===== config.mk =====
export PLATFORM = sky130hd
export DESIGN_NAME = button_click_classifier
export DESIGN_NICKNAME = d
export VERILOG_FILES = /design/src/rtl/core/bcc_pkg.sv /design/src/rtl/core/bcc_core.sv /design/src/rtl/core/button_click_classifier.sv
export SDC_FILE = /design/constraint.sdc
export NUM_CORES = 1
export LEC_CHECK = 0
export ABC_AREA = 1
export BUFFER_PORTS_ARGS = -buffer_cell sky130_fd_sc_hd__clkbuf_2
export CORE_ASPECT_RATIO = 1.4
export CORE_MARGIN = 2
export CORE_UTILIZATION = 34
export DETAILED_ROUTE_END_ITERATION = 6
export PLACE_DENSITY = 0.49
export SKIP_CTS_REPAIR_TIMING = 1
export SLEW_MARGIN = 20
export SYNTH_ARGS = -nofsm -noshare
export SYNTH_HDL_FRONTEND = slang
export SYNTH_SLANG_ARGS = --single-unit

===== constraint.sdc =====
create_clock -name aclk -period 8.14 [get_ports aclk]
set_input_delay 0.814 -clock aclk [delete_from_list [all_inputs] [get_ports aclk]]
set_output_delay 0.814 -clock aclk [all_outputs]
set_load 0.005 [all_outputs]

===== src/rtl/core/bcc_pkg.sv =====
// bcc_pkg: shared types, register indexes and reset values for the
// button click classifier. no dependencies.

package bcc_pkg;

    localparam int COUNT_WIDTH_DEF = 16;
    localparam int CFG_WIDTH       = 16;
    localparam int CFG_INDEX_W     = 2;

    localparam logic [CFG_INDEX_W-1:0] REG_DOUBLE_CLICK_ENABLE = 2'd0;
    localparam logic [CFG_INDEX_W-1:0] REG_DEBOUNCE_MS         = 2'd1;
    localparam logic [CFG_INDEX_W-1:0] REG_DOUBLE_CLICK_MS     = 2'd2;
    localparam logic [CFG_INDEX_W-1:0] REG_LONG_CLICK_MS       = 2'd3;

    localparam logic [CFG_WIDTH-1:0] DEBOUNCE_MS_RST     = 16'd50;
    localparam logic [CFG_WIDTH-1:0] DOUBLE_CLICK_MS_RST = 16'd400;
    localparam logic [CFG_WIDTH-1:0] LONG_CLICK_MS_RST   = 16'd1000;

    typedef struct packed {
        logic                 double_click_enable;
        logic [CFG_WIDTH-1:0] debounce_ms;
        logic [CFG_WIDTH-1:0] double_click_ms;
        logic [CFG_WIDTH-1:0] long_click_ms;
    } bcc_cfg_t;

    typedef struct packed {
        logic double_click;
        logic long_click;
        logic short_click;
    } bcc_result_t;

endpackage


===== src/rtl/core/bcc_core.sv =====
// bcc_core: click state registers and the per-tick classification logic.
// depends on bcc_pkg.

module bcc_core import bcc_pkg::*; #(
    parameter int COUNT_WIDTH = COUNT_WIDTH_DEF
) (
    input  logic        aclk,
    input  logic        aresetn,
    input  logic        step_en,
    input  logic        pressed,
    input  bcc_cfg_t    cfg,
    output bcc_result_t result
);

    localparam int CMP_W = (COUNT_WIDTH > CFG_WIDTH) ? COUNT_WIDTH : CFG_WIDTH;

    logic                   holding_reg, holding_next;
    logic [COUNT_WIDTH-1:0] hold_ticks_reg, hold_ticks_next;
    logic                   window_open_reg, window_open_next;
    logic [COUNT_WIDTH-1:0] window_ticks_reg, window_ticks_next;
    logic                   done_mark_reg, done_mark_next;

    logic [COUNT_WIDTH-1:0] hold_inc, window_inc;
    logic [CMP_W-1:0]       debounce_x, dclick_x, long_x;

    assign debounce_x = CMP_W'(cfg.debounce_ms);
    assign dclick_x   = CMP_W'(cfg.double_click_ms);
    assign long_x     = CMP_W'(cfg.long_click_ms);

    // saturating advance of running counters
    assign hold_inc   = (hold_ticks_reg == '1) ? hold_ticks_reg : hold_ticks_reg + 1'b1;
    assign window_inc = (window_ticks_reg == '1) ? window_ticks_reg : window_ticks_reg + 1'b1;

    always_comb begin
        holding_next      = holding_reg;
        hold_ticks_next   = holding_reg ? hold_inc : hold_ticks_reg;
        window_open_next  = window_open_reg;
        window_ticks_next = window_open_reg ? window_inc : window_ticks_reg;
        done_mark_next    = done_mark_reg;
        result            = '0;

        if (pressed) begin
            if (!holding_reg) begin
                holding_next    = 1'b1;
                hold_ticks_next = '0;
                done_mark_next  = 1'b0;
            end
        end else begin
            if (holding_reg) begin
                if (!cfg.double_click_enable) begin
                    if (!done_mark_reg && (CMP_W'(hold_ticks_next) >= debounce_x)) begin
                        result.short_click = 1'b1;
                    end
                end else if (window_open_reg) begin
                    window_open_next    = 1'b0;
                    window_ticks_next   = '0;
                    result.double_click = 1'b1;
                    done_mark_next      = 1'b1;
                end else begin
                    window_open_next  = 1'b1;
                    window_ticks_next = '0;
                end
            end
            holding_next    = 1'b0;
            hold_ticks_next = '0;
        end

        if (!done_mark_next) begin
            if (window_open_next && (CMP_W'(window_ticks_next) >= dclick_x)) begin
                result.short_click = 1'b1;
                window_open_next   = 1'b0;
                window_ticks_next  = '0;
                done_mark_next     = 1'b1;
            end
            // long check still runs when the window expired this tick
            if (holding_next && (CMP_W'(hold_ticks_next) >= long_x)) begin
                result.long_click = 1'b1;
                done_mark_next    = 1'b1;
            end
        end
    end

    always_ff @(posedge aclk) begin
        if (!aresetn) begin
            holding_reg      <= 1'b0;
            hold_ticks_reg   <= '0;
            window_open_reg  <= 1'b0;
            window_ticks_reg <= '0;
            done_mark_reg    <= 1'b0;
        end else if (step_en) begin
            holding_reg      <= holding_next;
            hold_ticks_reg   <= hold_ticks_next;
            window_open_reg  <= window_open_next;
            window_ticks_reg <= window_ticks_next;
            done_mark_reg    <= done_mark_next;
        end
    end

endmodule


===== src/rtl/core/button_click_classifier.sv =====
// button_click_classifier: top level with input register, config registers
// and result register around bcc_core. depends on bcc_pkg and bcc_core.
//
//   channel | direction | tdata (low bit first)
//   s_      | in        | pressed, zero fill
//   m_      | out       | short_click, long_click, double_click, zero fill
//   cfg_    | in        | write enable, 2-bit index, 16-bit data
//
// one tick per cycle sustained while the result is not stalled; ticks go
// through the input register, then are classified into the result register.
// reset is synchronous, active low, and clears state to idle with
// registers at their default thresholds.
// a stalled result holds both stages; the input side keeps taking ticks while
// the input register is empty or the output register is empty or being drained.

module button_click_classifier import bcc_pkg::*; #(
    parameter int COUNT_WIDTH = COUNT_WIDTH_DEF
) (
    input  logic                   aclk,
    input  logic                   aresetn,

    input  logic                   s_tvalid,
    output logic                   s_tready,
    input  logic [7:0]             s_tdata,   // [0] pressed, [7:1] zero

    output logic                   m_tvalid,
    input  logic                   m_tready,
    output logic [7:0]             m_tdata,   // [0] short_click, [1] long_click,
                                              // [2] double_click, [7:3] zero

    input  logic                   cfg_we,
    input  logic [CFG_INDEX_W-1:0] cfg_index,
    input  logic [CFG_WIDTH-1:0]   cfg_wdata
);

    bcc_cfg_t    cfg_reg;
    logic        in_valid_reg;
    logic        in_pressed_reg;
    logic        m_valid_reg;
    bcc_result_t m_result_reg;
    bcc_result_t result;
    logic        advance;
    logic        step_en;

    assign advance  = !m_valid_reg || m_tready;
    assign s_tready = !in_valid_reg || advance;
    assign step_en  = in_valid_reg && advance;

    always_ff @(posedge aclk) begin
        if (!aresetn) begin
            cfg_reg.double_click_enable <= 1'b0;
            cfg_reg.debounce_ms         <= DEBOUNCE_MS_RST;
            cfg_reg.double_click_ms     <= DOUBLE_CLICK_MS_RST;
            cfg_reg.long_click_ms       <= LONG_CLICK_MS_RST;
        end else if (cfg_we) begin
            unique case (cfg_index)
                REG_DOUBLE_CLICK_ENABLE: cfg_reg.double_click_enable <= cfg_wdata[0];
                REG_DEBOUNCE_MS:         cfg_reg.debounce_ms         <= cfg_wdata;
                REG_DOUBLE_CLICK_MS:     cfg_reg.double_click_ms     <= cfg_wdata;
                REG_LONG_CLICK_MS:       cfg_reg.long_click_ms       <= cfg_wdata;
                default: ;
            endcase
        end
    end

    always_ff @(posedge aclk) begin
        if (!aresetn) begin
            in_valid_reg <= 1'b0;
        end else if (s_tready) begin
            in_valid_reg <= s_tvalid;
        end
    end

    always_ff @(posedge aclk) begin
        if (s_tready) begin
            in_pressed_reg <= s_tdata[0];
        end
    end

    bcc_core #(
        .COUNT_WIDTH (COUNT_WIDTH)
    ) u_core (
        .aclk    (aclk),
        .aresetn (aresetn),
        .step_en (step_en),
        .pressed (in_pressed_reg),
        .cfg     (cfg_reg),
        .result  (result)
    );

    always_ff @(posedge aclk) begin
        if (!aresetn) begin
            m_valid_reg <= 1'b0;
        end else if (advance) begin
            m_valid_reg <= in_valid_reg;
        end
    end

    always_ff @(posedge aclk) begin
        if (step_en) begin
            m_result_reg <= result;
        end
    end

    assign m_tvalid = m_valid_reg;
    assign m_tdata  = {5'b0, m_result_reg.double_click, m_result_reg.long_click,
                       m_result_reg.short_click};

endmodule

# --- Word level (Yosys, flattened, before mapping) ---
# Index checks and enable logic that the tools add are counted.
word_totals:
  regBits: 90
  word_cells: 76
  out_inout_bits: 10
classes:
  n_mux: 34
  addsub: 2
  eq_ne: 5
  reduce_logical: 15
  magnitude_cmp: 3
  bitwise_logic: 2
op_table:
  columns: ["cell", "n"]
  rows:
  - ["$mux W16", 11]
  - ["$ge A16 B16 Y1", 3]
  - ["$add A16 B1 Y16 const B", 2]
  - ["$eq A16 B16 Y1 const B", 2]
  - ["$mux W1", 23]
  - ["$reduce_and A2 Y1", 4]
  - ["$eq A2 B2 Y1 const B", 2]
  - ["$logic_and A1 B1 Y1", 4]
  - ["$logic_not A1 Y1", 3]
  - ["$reduce_or A3 Y1", 1]
  - ["$eq A2 B1 Y1 const B", 1]
  - ["$logic_not A2 Y1", 1]
  - ["$logic_or A1 B1 Y1", 2]
  - ["$not A1 Y1", 2]

# --- Logic depth before layout (Yosys ltp) ---
# Gate-level depths: netlist (run 1).
depth:
  word_depth: 11
  mapped_depth: 23

# --- Hierarchy ---
# Synthesis (run 1) repeated with hierarchy kept, for this count alone.
unflattened:
  hier_cells: 970
  area_unflattened_um2: 6317.3
modules_own_cells:
  columns: ["mod", "seq_area_each_um2", "area_each_um2", "cells_each", "n_inst"]
  rows:
  - ["bcc_core", 700.7, 4098.9, 653, 1]
  - ["button_click_classifier", 1141.1, 2218.4, 317, 1]

# --- Worst setup path before layout (run 1) ---
# OpenSTA, ideal clock, no wires.
synth_path:
  path_type: "reg2reg"
  from: "register u_core.window_ticks_reg[0]"
  to: "register m_result_reg, in the netlist m_tdata[0] (data pin)"
  path_buffers: 1
  stages_incl_launch_ff: 19
  setup_time_ps: 253
  slack_ps: 5552
  arrival_ps: 2335
  path_cell_list: "dfxtp_1 -> ha_1 -> nand2_2 -> nor2_4 -> nand4_2 -> nand3_1 -> nand2_1 -> nand2_1 -> nor2_2 -> ha_1 -> a21oi_1 -> nand2_1 -> nand2_1 -> nand2_1 -> nand2_1 -> nand2_1 -> nand3_4 -> buf_6 -> nand2_1"
synth_lines:
  columns: ["element", "line", "rtl"]
  rows:
  - ["from (decl)", "bcc_core.sv:20", "logic [COUNT_WIDTH-1:0] window_ticks_reg, window_ticks_next;"]
  - ["from (signal assigned)", "bcc_core.sv:94", "window_ticks_reg <= window_ticks_next;"]
  - ["to (signal assigned)", "button_click_classifier.sv:101", "m_result_reg <= result;"]
  - ["to (decl)", "button_click_classifier.sv:40", "bcc_result_t m_result_reg;"]

# --- Final worst setup path (run 1) ---
layout_path:
  from: "register u_core.window_ticks_reg[0]"
  to: "register u_core.window_ticks_reg[9]"
layout_between:
  elab_chain_cells: 10
  word_cells_on_any_way: 11
  classes_between: "1 x add/sub; 1 x order compare; 1 x eq/ne; 7 x mux; 1 x reduce/logical"
layout_lines:
  columns: ["element", "line", "rtl"]
  rows:
  - ["$add A16 B1 Y16 or $eq A16 B16 Y1 (tied branches)", "bcc_core.sv:32", "assign window_inc = (window_ticks_reg == '1) ? window_ticks_reg : window_ticks_reg + 1'b1;"]
  - ["$mux W16", "bcc_core.sv:32", null]
  - ["$mux W16 (*)", "bcc_core.sv:38", "window_ticks_next = window_open_reg ? window_inc : window_ticks_reg;"]
  - ["$mux W16", "bcc_core.sv:50", "if (!cfg.double_click_enable) begin"]
  - ["$mux W16", "bcc_core.sv:49", "if (holding_reg) begin"]
  - ["$mux W16 (*)", "bcc_core.sv:42", "if (pressed) begin"]
  - ["$ge A16 B16 Y1", "bcc_core.sv:69", "if (window_open_next && (CMP_W'(window_ticks_next) >= dclick_x)) begin"]
  - ["$logic_and A1 B1 Y1", "bcc_core.sv:69", null]
  - ["$mux W16", "bcc_core.sv:69", null]
  - ["$mux W16 (*)", "bcc_core.sv:68", "if (!done_mark_next) begin"]
# Every way passes the cells marked *; elsewhere a longest branch is shown, timed or not.
# A chain may end at the register's enable or synchronous reset.

==> implementation parameters, run 1 <==
Parameter                              Value

Status
  Outcome    finished clean

Route
  Detailed-routing iteration count for the pre-antenna-repair pass    4
  Average wire length per cell after detail routing    14.35 µm
  DRT iter0 DRCs    between 200 and 250
  Number of nets with antenna violations after routing    0
  Via-per-instance ratio    around 4.7
  Post-detailed-routing wire length    around 16,000 µm
  DR vias    between 5,000 and 6,000
  Number of remaining DRC errors    0

Timing
  Setup Viol. Count Final    0
  Final number of hold-violating endpoints    0
  Setup TNS    0 ns
  Final setup margin    between 4 and 5 ns
  Max-slew violation count    0
  Final worst path period need    between 3 and 4 ns
  Highest attainable clock frequency    0.3138 GHz
  RSZ-0062 raised after global routing    no
  Transition time of the tightest slew-check pin    about 0.9 ns
  Tcrit/Tclk final    0.3915
  Clock Skews    between 0.01 and 0.015 ns
  Worst slew slack as a fraction of its limit    0.3935

Floorplan
  Effective utilization at floorplan    0.3452
  IO Count    approximately 40
  Horizontal extent of the die    116.1 µm
  Area enclosed by the die boundary    between 0.015 and 0.02 mm²
  Die extent in y    around 160 µm
  Area of the core region    0.01733 mm²
  FP Rows    57

Synth
  Post-synthesis instance area    roughly 0.006 mm²
  Mean instance size in the synthesized netlist    ~7 µm²
  Portion of the post-synthesis area used by sequential elements    0.3079
  Number of unique standard cell types used by synthesis    43
  Post-Syn Instances    between 800 and 900
  Synth warn    0
  Flip-flop and latch count after synthesis    90

Worst hold path
  Class of the tightest hold or removal check    reg2reg

Cells and area
  Layout net count    about 950
  Fraction of layout instances using a drive strength above 1    0.1383
  ANT cells    0
  Final-layout fill cell count    roughly 1,900
  Post-route core utilization    0.3809
  Flip-flop count of the largest register, all copies and words added    49
  Area delta synth->final    10.35%

Place
  Half-perimeter wire length after detailed placement    12,230 µm
  Number of I/O port buffers    28
  Routability congestion estimate    around 0.85
  Post-place setup slack    ~4.9 ns

Setup path
  Worst Setup End Kind    flip-flop
  Count of buffer and inverter cells on the critical path    1
  Crit path largest cell delay    between 0.4 and 0.5 ns
  Critical path fanouts, max    17
  Kind of cell adding the most delay to the critical path    simple AND/OR/NAND/NOR gates
  CP dominant cell by count    sky130_fd_sc_hd__nand2_1
  Setup slack of the worst register-to-register path    4.95 ns
  Startpoint-to-endpoint class of the critical path    reg2reg
  Crit path arrival time    approximately 3.4 ns
  Category of the worst setup path launch point    flip-flop
  Required time reported for the critical path endpoint    about 8.4 ns
  Worst-path cell with the longest stage delay    sky130_fd_sc_hd__dfxtp_1
  Cell breakdown of the critical path    ha_1 > nand2_2 > nor2_4 > nand4_2 > nand3_1 > nand2_1 > nand2_1 > nor2_2 > ha_1 > nand2_1 > inv_1 > nand2_1 > nand2_1 > nand2_1 > nand2_1 > nand2_1 > nand2_1 > nand3_4 > nand3_1 > a21oi_1

Pwr
  Leakage dissipation    between 3 and 4 nW
  Power density of the placed cells    between 150 and 200 mW/mm²
  Worst IR Drop VDD    0.1266 mV

Global routing
  Maximum number of pins on one net before global-route repair    roughly 60
  Overflow left after global routing    0
  First-pass GRT wire length    26,090 µm
  Number of antenna violations at the first check in global routing    0
  Total Routing Usage GR    0.1803
  Vias in the first global route    5,044

Clocking
  TritonCTS sink count    90
  Clock Latency Late Sink    0.34 ns
  Reg clk slew, reported paths    around 0.07 ns
  Root buffer cell    sky130_fd_sc_hd__clkbuf_16
  Number of H-tree levels    3
  CTS tree    yes
  Maximum root-to-sink buffer count    2
  Cts bufs inserted    9

Run
  Maximum Capacitance Violations    0
[cell type report]
cell class / instances / area [µm²] / area share
tap: 236 / 295.3 / 0.04473
timing repair buffer: 32 / 170.2 / 0.02578
clock buffer: 10 / 239.0 / 0.03620
inverter: 149 / 559.3 / 0.08472
multi-input combinational: 588 / 3425 / 0.5188
clock inverter: 6 / 71.32 / 0.01080
sequential: 90 / 1842 / 0.2790
[power by group]
group          internal, mW  switching, mW
sequential            0.463         0.0109
clock                 0.251          0.190
combinational        0.0480         0.0944
[cell usage after synthesis]
cell / instances / share of area
sky130_fd_sc_hd__conb_1: 1 / 0.00063
sky130_fd_sc_hd__nor2_4: 5 / 0.0094
sky130_fd_sc_hd__nand3b_4: 1 / 0.0033
sky130_fd_sc_hd__a22oi_1: 1 / 0.0013
sky130_fd_sc_hd__nor2_1: 36 / 0.023
sky130_fd_sc_hd__nand4_2: 1 / 0.0021
sky130_fd_sc_hd__nand3_1: 67 / 0.056
sky130_fd_sc_hd__nand4_1: 11 / 0.012
sky130_fd_sc_hd__nor4_1: 1 / 0.0010
sky130_fd_sc_hd__nand2_4: 3 / 0.0056
sky130_fd_sc_hd__nor3_2: 2 / 0.0033
sky130_fd_sc_hd__a21o_1: 1 / 0.0013
sky130_fd_sc_hd__nand2_2: 11 / 0.012
sky130_fd_sc_hd__o21ai_1: 2 / 0.0017
sky130_fd_sc_hd__xor2_2: 1 / 0.0027
sky130_fd_sc_hd__o21bai_1: 3 / 0.0038
sky130_fd_sc_hd__nor2_2: 6 / 0.0063
sky130_fd_sc_hd__clkinv_1: 5 / 0.0031
sky130_fd_sc_hd__inv_2: 21 / 0.013
sky130_fd_sc_hd__buf_2: 5 / 0.0042
sky130_fd_sc_hd__nand3_2: 8 / 0.013
sky130_fd_sc_hd__xnor2_1: 1 / 0.0015
sky130_fd_sc_hd__nand3_4: 1 / 0.0029
sky130_fd_sc_hd__nand4_4: 1 / 0.0036
sky130_fd_sc_hd__buf_4: 6 / 0.0075
sky130_fd_sc_hd__clkbuf_1: 21 / 0.013
sky130_fd_sc_hd__edfxtp_1: 4 / 0.020
sky130_fd_sc_hd__a21oi_1: 97 / 0.081
sky130_fd_sc_hd__dfxtp_1: 86 / 0.29
sky130_fd_sc_hd__inv_1: 123 / 0.077
sky130_fd_sc_hd__o21ai_0: 67 / 0.056
sky130_fd_sc_hd__buf_6: 2 / 0.0038
sky130_fd_sc_hd__nor3_1: 7 / 0.0059
sky130_fd_sc_hd__nor3_4: 3 / 0.0082
sky130_fd_sc_hd__nand2_1: 162 / 0.10
sky130_fd_sc_hd__a21oi_2: 2 / 0.0029
sky130_fd_sc_hd__xor2_1: 13 / 0.019
sky130_fd_sc_hd__ha_1: 50 / 0.10
sky130_fd_sc_hd__nor2_8: 1 / 0.0033
sky130_fd_sc_hd__o211ai_1: 10 / 0.013
sky130_fd_sc_hd__nand3b_1: 2 / 0.0025
sky130_fd_sc_hd__or2_2: 5 / 0.0052
sky130_fd_sc_hd__o21ai_2: 1 / 0.0015
[layer usage]
layer  track usage  wire length (µm)  vias up
li1              -                 -     2807
met1        0.2071              6460     2391
met2        0.3413              8876       49
met3       0.01962               290       17
met4       0.05574               312        0
met5             0                 0        -
[tightest hold or removal path: stages (launching register included)]
cell and delay, ns:
sky130_fd_sc_hd__dfxtp_1 0.30, sky130_fd_sc_hd__inv_1 0.07, sky130_fd_sc_hd__a21oi_1 0.06
[path summary, 6_finish.rpt]
| check | cells after the start | to | startpoint |
|---|---|---|---|
| worst max-delay path | 20 | u_core.window_ticks_reg[9] | u_core.window_ticks_reg[0] |
| worst min-delay path | 2 | cfg_reg[28] | cfg_reg[28] |
| worst max register to register | 20 | u_core.window_ticks_reg[9] | u_core.window_ticks_reg[0] |
| worst min register to register | 2 | cfg_reg[28] | cfg_reg[28] |
[cell usage in the layout, fill, tap and decap left out, types with 2 or more instances in the layout]
master,synthesis,layout
sky130_fd_sc_hd__o211ai_1,10,10
sky130_fd_sc_hd__inv_2,21,21
sky130_fd_sc_hd__o21ai_0,67,67
sky130_fd_sc_hd__o21ai_1,2,2
sky130_fd_sc_hd__edfxtp_1,4,4
sky130_fd_sc_hd__inv_6,0,2
sky130_fd_sc_hd__buf_4,6,4
sky130_fd_sc_hd__nor2_2,6,6
sky130_fd_sc_hd__conb_1,1,5
sky130_fd_sc_hd__nor3_4,3,3
sky130_fd_sc_hd__clkinv_1,5,5
sky130_fd_sc_hd__clkbuf_2,0,28
sky130_fd_sc_hd__nand2_4,3,3
sky130_fd_sc_hd__ha_1,50,50
sky130_fd_sc_hd__inv_1,123,123
sky130_fd_sc_hd__o21bai_1,3,3
sky130_fd_sc_hd__nand2_2,11,11
sky130_fd_sc_hd__dfxtp_1,86,86
sky130_fd_sc_hd__nand2_1,162,162
sky130_fd_sc_hd__nand3b_1,2,2
sky130_fd_sc_hd__nor2_4,5,5
sky130_fd_sc_hd__clkbuf_16,0,9
sky130_fd_sc_hd__a21oi_2,2,2
sky130_fd_sc_hd__nand3_1,67,67
sky130_fd_sc_hd__nor3_1,7,7
sky130_fd_sc_hd__nand4_1,11,11
sky130_fd_sc_hd__nor3_2,2,2
sky130_fd_sc_hd__or2_2,5,5
sky130_fd_sc_hd__nor2_1,36,36
sky130_fd_sc_hd__a21oi_1,97,97
sky130_fd_sc_hd__nand3_2,8,8
sky130_fd_sc_hd__xor2_1,13,13
[metrics by stage]
| step | power (mW) | instances | hold slack (ns) | cell area [µm²] |
|---|---|---|---|---|
| after global routing | 1.113 | 1111 | 0.4865 | 6601 |
| after global placement | 0.6273 | 1095 | 0.4503 | 6291 |
| after detailed placement | 0.6288 | 1095 | 0.4562 | 6291 |
| after CTS | 1.072 | 1111 | 0.4669 | 6601 |
| after floorplan | 0.5858 | 861 | 0.4353 | 5997 |
| final | 1.056 | 1111 | 0.4650 | 6601 |
[cell families (layout without fill, tap and decap cells)]
logic type	after synthesis	after routing	share of synthesized area
other cells	1	5	0.0006269
xor+xnor	15	15	0.02322
compound gates	184	184	0.1621
simple gates	334	334	0.2794
flops	90	90	0.3079
fa+ha+maj	50	50	0.1046
buf+inv	183	197	0.1222
Note: power is estimated with default switching activity, not from simulation.
==> run 2, diff against run 1 <==
clock period = 3.3 ns   (was 8.14 ns; I/O delays follow)
==> implementation parameters, run 2 (synthesis gave the netlist of run 1 again) <==
Parameter                              Value

Floorplan
  Horizontal extent of the die    116.1 µm (unchanged)
  Area enclosed by the die boundary    0.01869 mm² (unchanged)
  FP Rows    57 (unchanged)
  Die extent in y    160.9 µm (unchanged)
  IO Count    41 (unchanged)
  Area of the core region    0.01733 mm² (unchanged)
  Effective utilization at floorplan    0.3452 (unchanged)

Timing
  Final worst path period need    3.004 ns (was 3.187 ns)
  Max-slew violation count    0 (unchanged)
  Final setup margin    0.2961 ns (was 4.953 ns)
  Worst slew slack as a fraction of its limit    0.3579 (was 0.3935)
  Setup TNS    0 ns (unchanged)
  Tcrit/Tclk final    0.9103 (was 0.3915)
  Clock Skews    0.01063 ns (was 0.01024 ns)
  Highest attainable clock frequency    0.3329 GHz (was 0.3138 GHz)
  Final number of hold-violating endpoints    0 (unchanged)
  Transition time of the tightest slew-check pin    0.9572 ns (was 0.9064 ns)
  Setup Viol. Count Final    0 (unchanged)

Clocking
  TritonCTS sink count    90 (unchanged)
  Clock Latency Late Sink    0.35 ns (was 0.34 ns)
  CTS tree    yes (unchanged)
  Reg clk slew, reported paths    0.07 ns (about the same)
  Root buffer cell    sky130_fd_sc_hd__clkbuf_16 (unchanged)
  Cts bufs inserted    9 (unchanged)
  Maximum root-to-sink buffer count    2 (unchanged)
  Number of H-tree levels    3 (unchanged)

Pwr
  Worst IR Drop VDD    0.1931 mV (was 0.1266 mV)
  Leakage dissipation    3.272 nW (was 3.204 nW)
  Power density of the placed cells    393.3 mW/mm² (was 160.0 mW/mm²)

Global routing
  Number of antenna violations at the first check in global routing    0 (unchanged)
  Maximum number of pins on one net before global-route repair    60 (was 61)
  Total Routing Usage GR    0.1844 (was 0.1803)
  Most Crowded Layer GR    met2 (unchanged)
  Vias in the first global route    5,080 (was 5,044)
  First-pass GRT wire length    26,410 µm (was 26,090 µm)
  Overflow left after global routing    0 (unchanged)
  Met3 capacity usage during global routing    0.02264 (was 0.01962)
  Met1 track demand over resource    0.2089 (was 0.2071)
  Met2 Use GR    0.3525 (was 0.3413)

Route
  Detailed-routing iteration count for the pre-antenna-repair pass    5 (was 4)
  DRT iter0 DRCs    308 (was 202)
  Post-detailed-routing wire length    16,380 µm (was 15,940 µm)
  Via-per-instance ratio    4.714 (was 4.738)
  Number of remaining DRC errors    0 (unchanged)
  Number of nets with antenna violations after routing    0 (unchanged)
  DR vias    5,299 (was 5,264)
  Average wire length per cell after detail routing    14.57 µm (was 14.35 µm)

Status
  Outcome    finished clean (unchanged)

Run
  Maximum Capacitance Violations    0 (unchanged)

Cells and area
  Final-layout fill cell count    1,869 (was 1,900)
  Flip-flop count of the largest register, all copies and words added    49 (unchanged)
  Commonest non-fill, non-tap cells in the layout    sky130_fd_sc_hd__nand2_1, sky130_fd_sc_hd__inv_1, sky130_fd_sc_hd__a21oi_1 (unchanged)
  Layout net count    964 (was 951)
  Post-layout instance count excluding filler cells    1,124 (was 1,111)
  Fraction of layout instances using a drive strength above 1    0.1543 (was 0.1383)
  Most common cell after layout, fill and taps aside    sky130_fd_sc_hd__nand2_1 (unchanged)
  Area delta synth->final    12.47% (was 10.35%)
  ANT cells    0 (unchanged)

Place
  Routability congestion estimate    0.8167 (was 0.8504)
  Post-place setup slack    0.2114 ns (was 4.894 ns)
  Placed Cells    1,105 (was 1,095)
  Number of I/O port buffers    28 (unchanged)
  Half-perimeter wire length after detailed placement    12,560 µm (was 12,230 µm)

Setup path
  Category of the worst setup path launch point    flip-flop (unchanged)
  Worst Setup End Kind    flip-flop (unchanged)
  Cell breakdown of the critical path    ha_2 > nand3_2 > nor2_4 > nand3_2 > nand3b_4 > nand3_1 > nand3_1 > inv_1 > ha_1 > nand2_1 > o21bai_1 > a21oi_1 > nor2_1 > nand2_1 > nand2_1 > nand2_1 > nand2_1 > a21oi_1 (was ha_1 > nand2_2 > nor2_4 > nand4_2 > nand3_1 > nand2_1 > nand2_1 > nor2_2 > ha_1 > nand2_1 > inv_1 > nand2_1 > nand2_1 > nand2_1 > nand2_1 > nand2_1 > nand2_1 > nand3_4 > nand3_1 > a21oi_1)
  Required time reported for the critical path endpoint    3.50 ns (was 8.36 ns)
  Crit path largest cell delay    0.39 ns (was 0.47 ns)
  Count of buffer and inverter cells on the critical path    1 (unchanged)
  Kind of cell adding the most delay to the critical path    simple AND/OR/NAND/NOR gates (unchanged)
  CP dominant cell by count    sky130_fd_sc_hd__nand2_1 (unchanged)
  Crit path arrival time    3.20 ns (was 3.40 ns)
  Worst-path cell with the longest stage delay    sky130_fd_sc_hd__dfxtp_1 (unchanged)
  Startpoint-to-endpoint class of the critical path    reg2reg (unchanged)
  Critical path fanouts, max    10 (was 17)

Worst hold path
  Class of the tightest hold or removal check    in2reg (was reg2reg)
[run 2: routing by layer]
metal  vias up  wire length, µm
met3        12              222
li1       2833                -
met5         -                0
met2        38             9133
met1      2416             6789
met4         0              231
[run 2: final cells by class]
| cell class | count | area (µm²) | area share |
|---|---|---|---|
| tap | 236 | 295.3 | 0.04389 |
| clock inverter | 6 | 68.82 | 0.01023 |
| timing repair buffer | 44 | 260.3 | 0.03868 |
| inverter | 149 | 559.3 | 0.08313 |
| sequential | 90 | 1842 | 0.2738 |
| multi-input combinational | 589 | 3452 | 0.5131 |
| clock buffer | 10 | 250.2 | 0.03720 |
[run 2: final timing paths]
check	startpoint	endpoint	slack (ns)	cells past startpoint
setup / recovery	u_core.hold_ticks_reg[1]	u_core.done_mark_reg	0.30	18
hold / removal	s_tdata[0]	in_pressed_reg	0.16	1
setup reg to reg	u_core.hold_ticks_reg[1]	u_core.done_mark_reg	0.30	18
hold reg to reg	cfg_reg[29]	cfg_reg[29]	0.46	2
[run 2: metrics by stage]
step           utilization  total power [mW]  area [µm²]  hold WS [ns]
3_5_place_dp        0.3673             1.554        6366        0.4542
4_1_cts             0.3857             2.686        6685        0.1421
6_report            0.3882             2.646        6728        0.1570
2_1_floorplan            -             1.445        5997        0.4289
5_1_grt             0.3882             2.792        6728        0.1441
3_3_place_gp        0.3673             1.550        6366        0.4502
[run 2: where the power goes]
group	switching, mW	internal [mW]
combinational	0.235	0.122
clock	0.478	0.642
sequential	0.0269	1.14
total	0.740	1.91
==> run 3, diff against run 2 <==
CAP_MARGIN = 20   (was not set)
CELL_PAD_IN_SITES_DETAIL_PLACEMENT = 0   (was not set)
CELL_PAD_IN_SITES_GLOBAL_PLACEMENT = 1   (was not set)
PLACE_DENSITY = 0.63   (was 0.49)
==> implementation parameters, run 3 (synthesis gave the netlist of run 1 again) <==
Parameter                              Value

Floorplan
  Die extent in y    160.9 µm (unchanged)
  Effective utilization at floorplan    0.3452 (unchanged)
  IO Count    41 (unchanged)
  Area enclosed by the die boundary    0.01869 mm² (unchanged)
  Area of the core region    0.01733 mm² (unchanged)
  FP Rows    57 (unchanged)
  Horizontal extent of the die    116.1 µm (unchanged)

Cells and area
  Commonest non-fill, non-tap cells in the layout    sky130_fd_sc_hd__nand2_1, sky130_fd_sc_hd__inv_1, sky130_fd_sc_hd__a21oi_1 (unchanged)
  ANT cells    0 (unchanged)
  Area occupied by multi-input gates    0.003467 mm² (was 0.003452 mm²)
  Fraction of layout instances using a drive strength above 1    0.1493 (was 0.1543)
  Layout net count    960 (was 964)
  Area of all placed cells without fillers    0.006678 mm² (was 0.006728 mm²)
  Post-route core utilization    0.3853 (was 0.3882)
  Most common cell after layout, fill and taps aside    sky130_fd_sc_hd__nand2_1 (unchanged)
  Flip-flop count of the largest register, all copies and words added    49 (unchanged)
  Final-layout fill cell count    1,881 (was 1,869)
  Sequential cell area    0.001842 mm² (unchanged)
  Area delta synth->final    11.63% (was 12.47%)

Global routing
  Met3 capacity usage during global routing    0.02453 (was 0.02264)
  Most Crowded Layer GR    met2 (unchanged)
  Vias in the first global route    5,215 (was 5,080)
  Met1 track demand over resource    0.1953 (was 0.2089)
  First-pass GRT wire length    26,380 µm (was 26,410 µm)
  Met2 Use GR    0.3620 (was 0.3525)
  Number of antenna violations at the first check in global routing    0 (unchanged)
  Total Routing Usage GR    0.1856 (was 0.1844)
  Maximum number of pins on one net before global-route repair    60 (unchanged)
  Overflow left after global routing    0 (unchanged)

Setup path
  Worst Setup End Kind    flip-flop (unchanged)
  Start of the worst register-to-register path    u_core.window_ticks_reg[1] (was u_core.hold_ticks_reg[1])
  Destination of the worst register-to-register timing path    m_tdata[0] (was u_core.done_mark_reg)
  Category of the worst setup path launch point    flip-flop (unchanged)
  Startpoint-to-endpoint class of the critical path    reg2reg (unchanged)
  Count of cells along the worst register-to-register path    20 (was 18)
  Setup slack of the worst register-to-register path    0.18 ns (was 0.30 ns)
  Required time reported for the critical path endpoint    3.41 ns (was 3.50 ns)
  Critical path fanouts, max    8 (was 10)
  Crit path arrival time    3.22 ns (was 3.20 ns)

Timing
  RSZ-0062 raised after global routing    no
  Setup Viol. Count Final    0 (unchanged)
  Max-slew violation count    0 (unchanged)
  Tcrit/Tclk final    0.9447 (was 0.9103)
  Clock Skews    0.007417 ns (was 0.01063 ns)
  Highest attainable clock frequency    0.3208 GHz (was 0.3329 GHz)
  Setup TNS    0 ns (unchanged)
  Worst slew slack as a fraction of its limit    0.4241 (was 0.3579)
  Final worst path period need    3.117 ns (was 3.004 ns)
  Final number of hold-violating endpoints    0 (unchanged)
  Final setup margin    0.1826 ns (was 0.2961 ns)
  Transition time of the tightest slew-check pin    0.8585 ns (was 0.9572 ns)

Run
  Maximum Capacitance Violations    0 (unchanged)

Route
  Detailed-routing iteration count for the pre-antenna-repair pass    5 (unchanged)
  Via-per-instance ratio    4.905 (was 4.714)
  Number of remaining DRC errors    0 (unchanged)
  Average wire length per cell after detail routing    15.30 µm (was 14.57 µm)
  Number of nets with antenna violations after routing    0 (unchanged)
  Post-detailed-routing wire length    17,130 µm (was 16,380 µm)
  DR vias    5,494 (was 5,299)
  DRT iter0 DRCs    322 (was 308)

Clocking
  CTS tree    yes (unchanged)
  Reg clk slew, reported paths    0.07 ns (about the same)
  Number of H-tree levels    3 (unchanged)
  Clock Latency Late Sink    0.35 ns (about the same)
  Maximum root-to-sink buffer count    2 (unchanged)
  Cts bufs inserted    9 (unchanged)
  Root buffer cell    sky130_fd_sc_hd__clkbuf_16 (unchanged)
  TritonCTS sink count    90 (unchanged)

Worst hold path
  Startpoint of the tightest hold check path    s_tdata[0] (unchanged)
  End of the worst hold path    in_pressed_reg (unchanged)
  Class of the tightest hold or removal check    in2reg (unchanged)
  Hold Path Cell Cnt    1 (unchanged)

Place
  Routability congestion estimate    0.8506 (was 0.8167)
  Cell Area, Placed    0.006334 mm² (was 0.006366 mm²)
  Post-place setup slack    0.1169 ns (was 0.2114 ns)
  Number of I/O port buffers    28 (unchanged)
  Half-perimeter wire length after detailed placement    13,160 µm (was 12,560 µm)

Pwr
  Final Total Pwr    2.511 mW (was 2.646 mW)
  Power density of the placed cells    376.1 mW/mm² (was 393.3 mW/mm²)
  Worst IR Drop VDD    0.1942 mV (was 0.1931 mV)
  Leakage dissipation    3.229 nW (was 3.272 nW)

Status
  Outcome    finished clean (unchanged)
## run 3: how the worst max path moves through the flow
stage,startpoint,to,slack [ns],depth (start not counted)
after detailed placement,u_core.window_ticks_reg[1],u_core.window_ticks_reg[2],0.12,20
after global routing,u_core.window_ticks_reg[1],m_tdata[0],0.006,20
final,u_core.window_ticks_reg[1],m_tdata[0],0.18,20
after floorplan,u_core.window_ticks_reg[0],m_tdata[0],0.71,18
after global placement,u_core.window_ticks_reg[1],u_core.window_ticks_reg[2],0.18,20
after CTS,u_core.window_ticks_reg[1],u_core.window_ticks_reg[2],0.09,20
## run 3: metrics by stage
stage / cells / hold WS (ns)
finish: 1120 / 0.1629
global route: 1120 / 0.1527
floorplan: 861 / 0.4289
global placement: 1099 / 0.4534
CTS: 1115 / 0.1524
detailed placement: 1099 / 0.4561
## run 3: area by class of cell
class | count | area share
inverters | 149 | 0.08375
flip-flops and latches | 90 | 0.2758
multi-input cells | 590 | 0.5192
clock buffers | 10 | 0.03579
well taps | 236 | 0.04422
clock inverters | 6 | 0.005996
repair buffers | 39 | 0.03523
## run 3: critical path: stages (launching register included)
cell and delay [ns]:
sky130_fd_sc_hd__dfxtp_1 0.46, sky130_fd_sc_hd__ha_4 0.21, sky130_fd_sc_hd__nand2_2 0.08, sky130_fd_sc_hd__nor2_4 0.20, sky130_fd_sc_hd__buf_4 0.15, sky130_fd_sc_hd__nand4_4 0.19
sky130_fd_sc_hd__nand3_1 0.15, sky130_fd_sc_hd__nand3_1 0.08, sky130_fd_sc_hd__clkinv_1 0.10, sky130_fd_sc_hd__ha_1 0.24, sky130_fd_sc_hd__nand2_1 0.07, sky130_fd_sc_hd__nand2_1 0.05
sky130_fd_sc_hd__nand2_1 0.06, sky130_fd_sc_hd__nand2_1 0.05, sky130_fd_sc_hd__nor2_1 0.09, sky130_fd_sc_hd__nand2_1 0.10, sky130_fd_sc_hd__nand2_1 0.09, sky130_fd_sc_hd__nand2_2 0.14
sky130_fd_sc_hd__nand3_4 0.19, sky130_fd_sc_hd__buf_4 0.14, sky130_fd_sc_hd__nand2_1 0.04
## run 3: layer usage
metal / vias up / wire, µm
met5: - / 0
met4: 0 / 483
met3: 24 / 319
met2: 67 / 9800
met1: 2576 / 6526
li1: 2827 / -
## run 3: report_power, final
part           total, mW  switching [mW]  internal, mW
logic              0.360           0.238         0.122
registers           1.17          0.0276          1.14
clock network      0.982           0.449         0.533
total               2.51           0.714          1.80
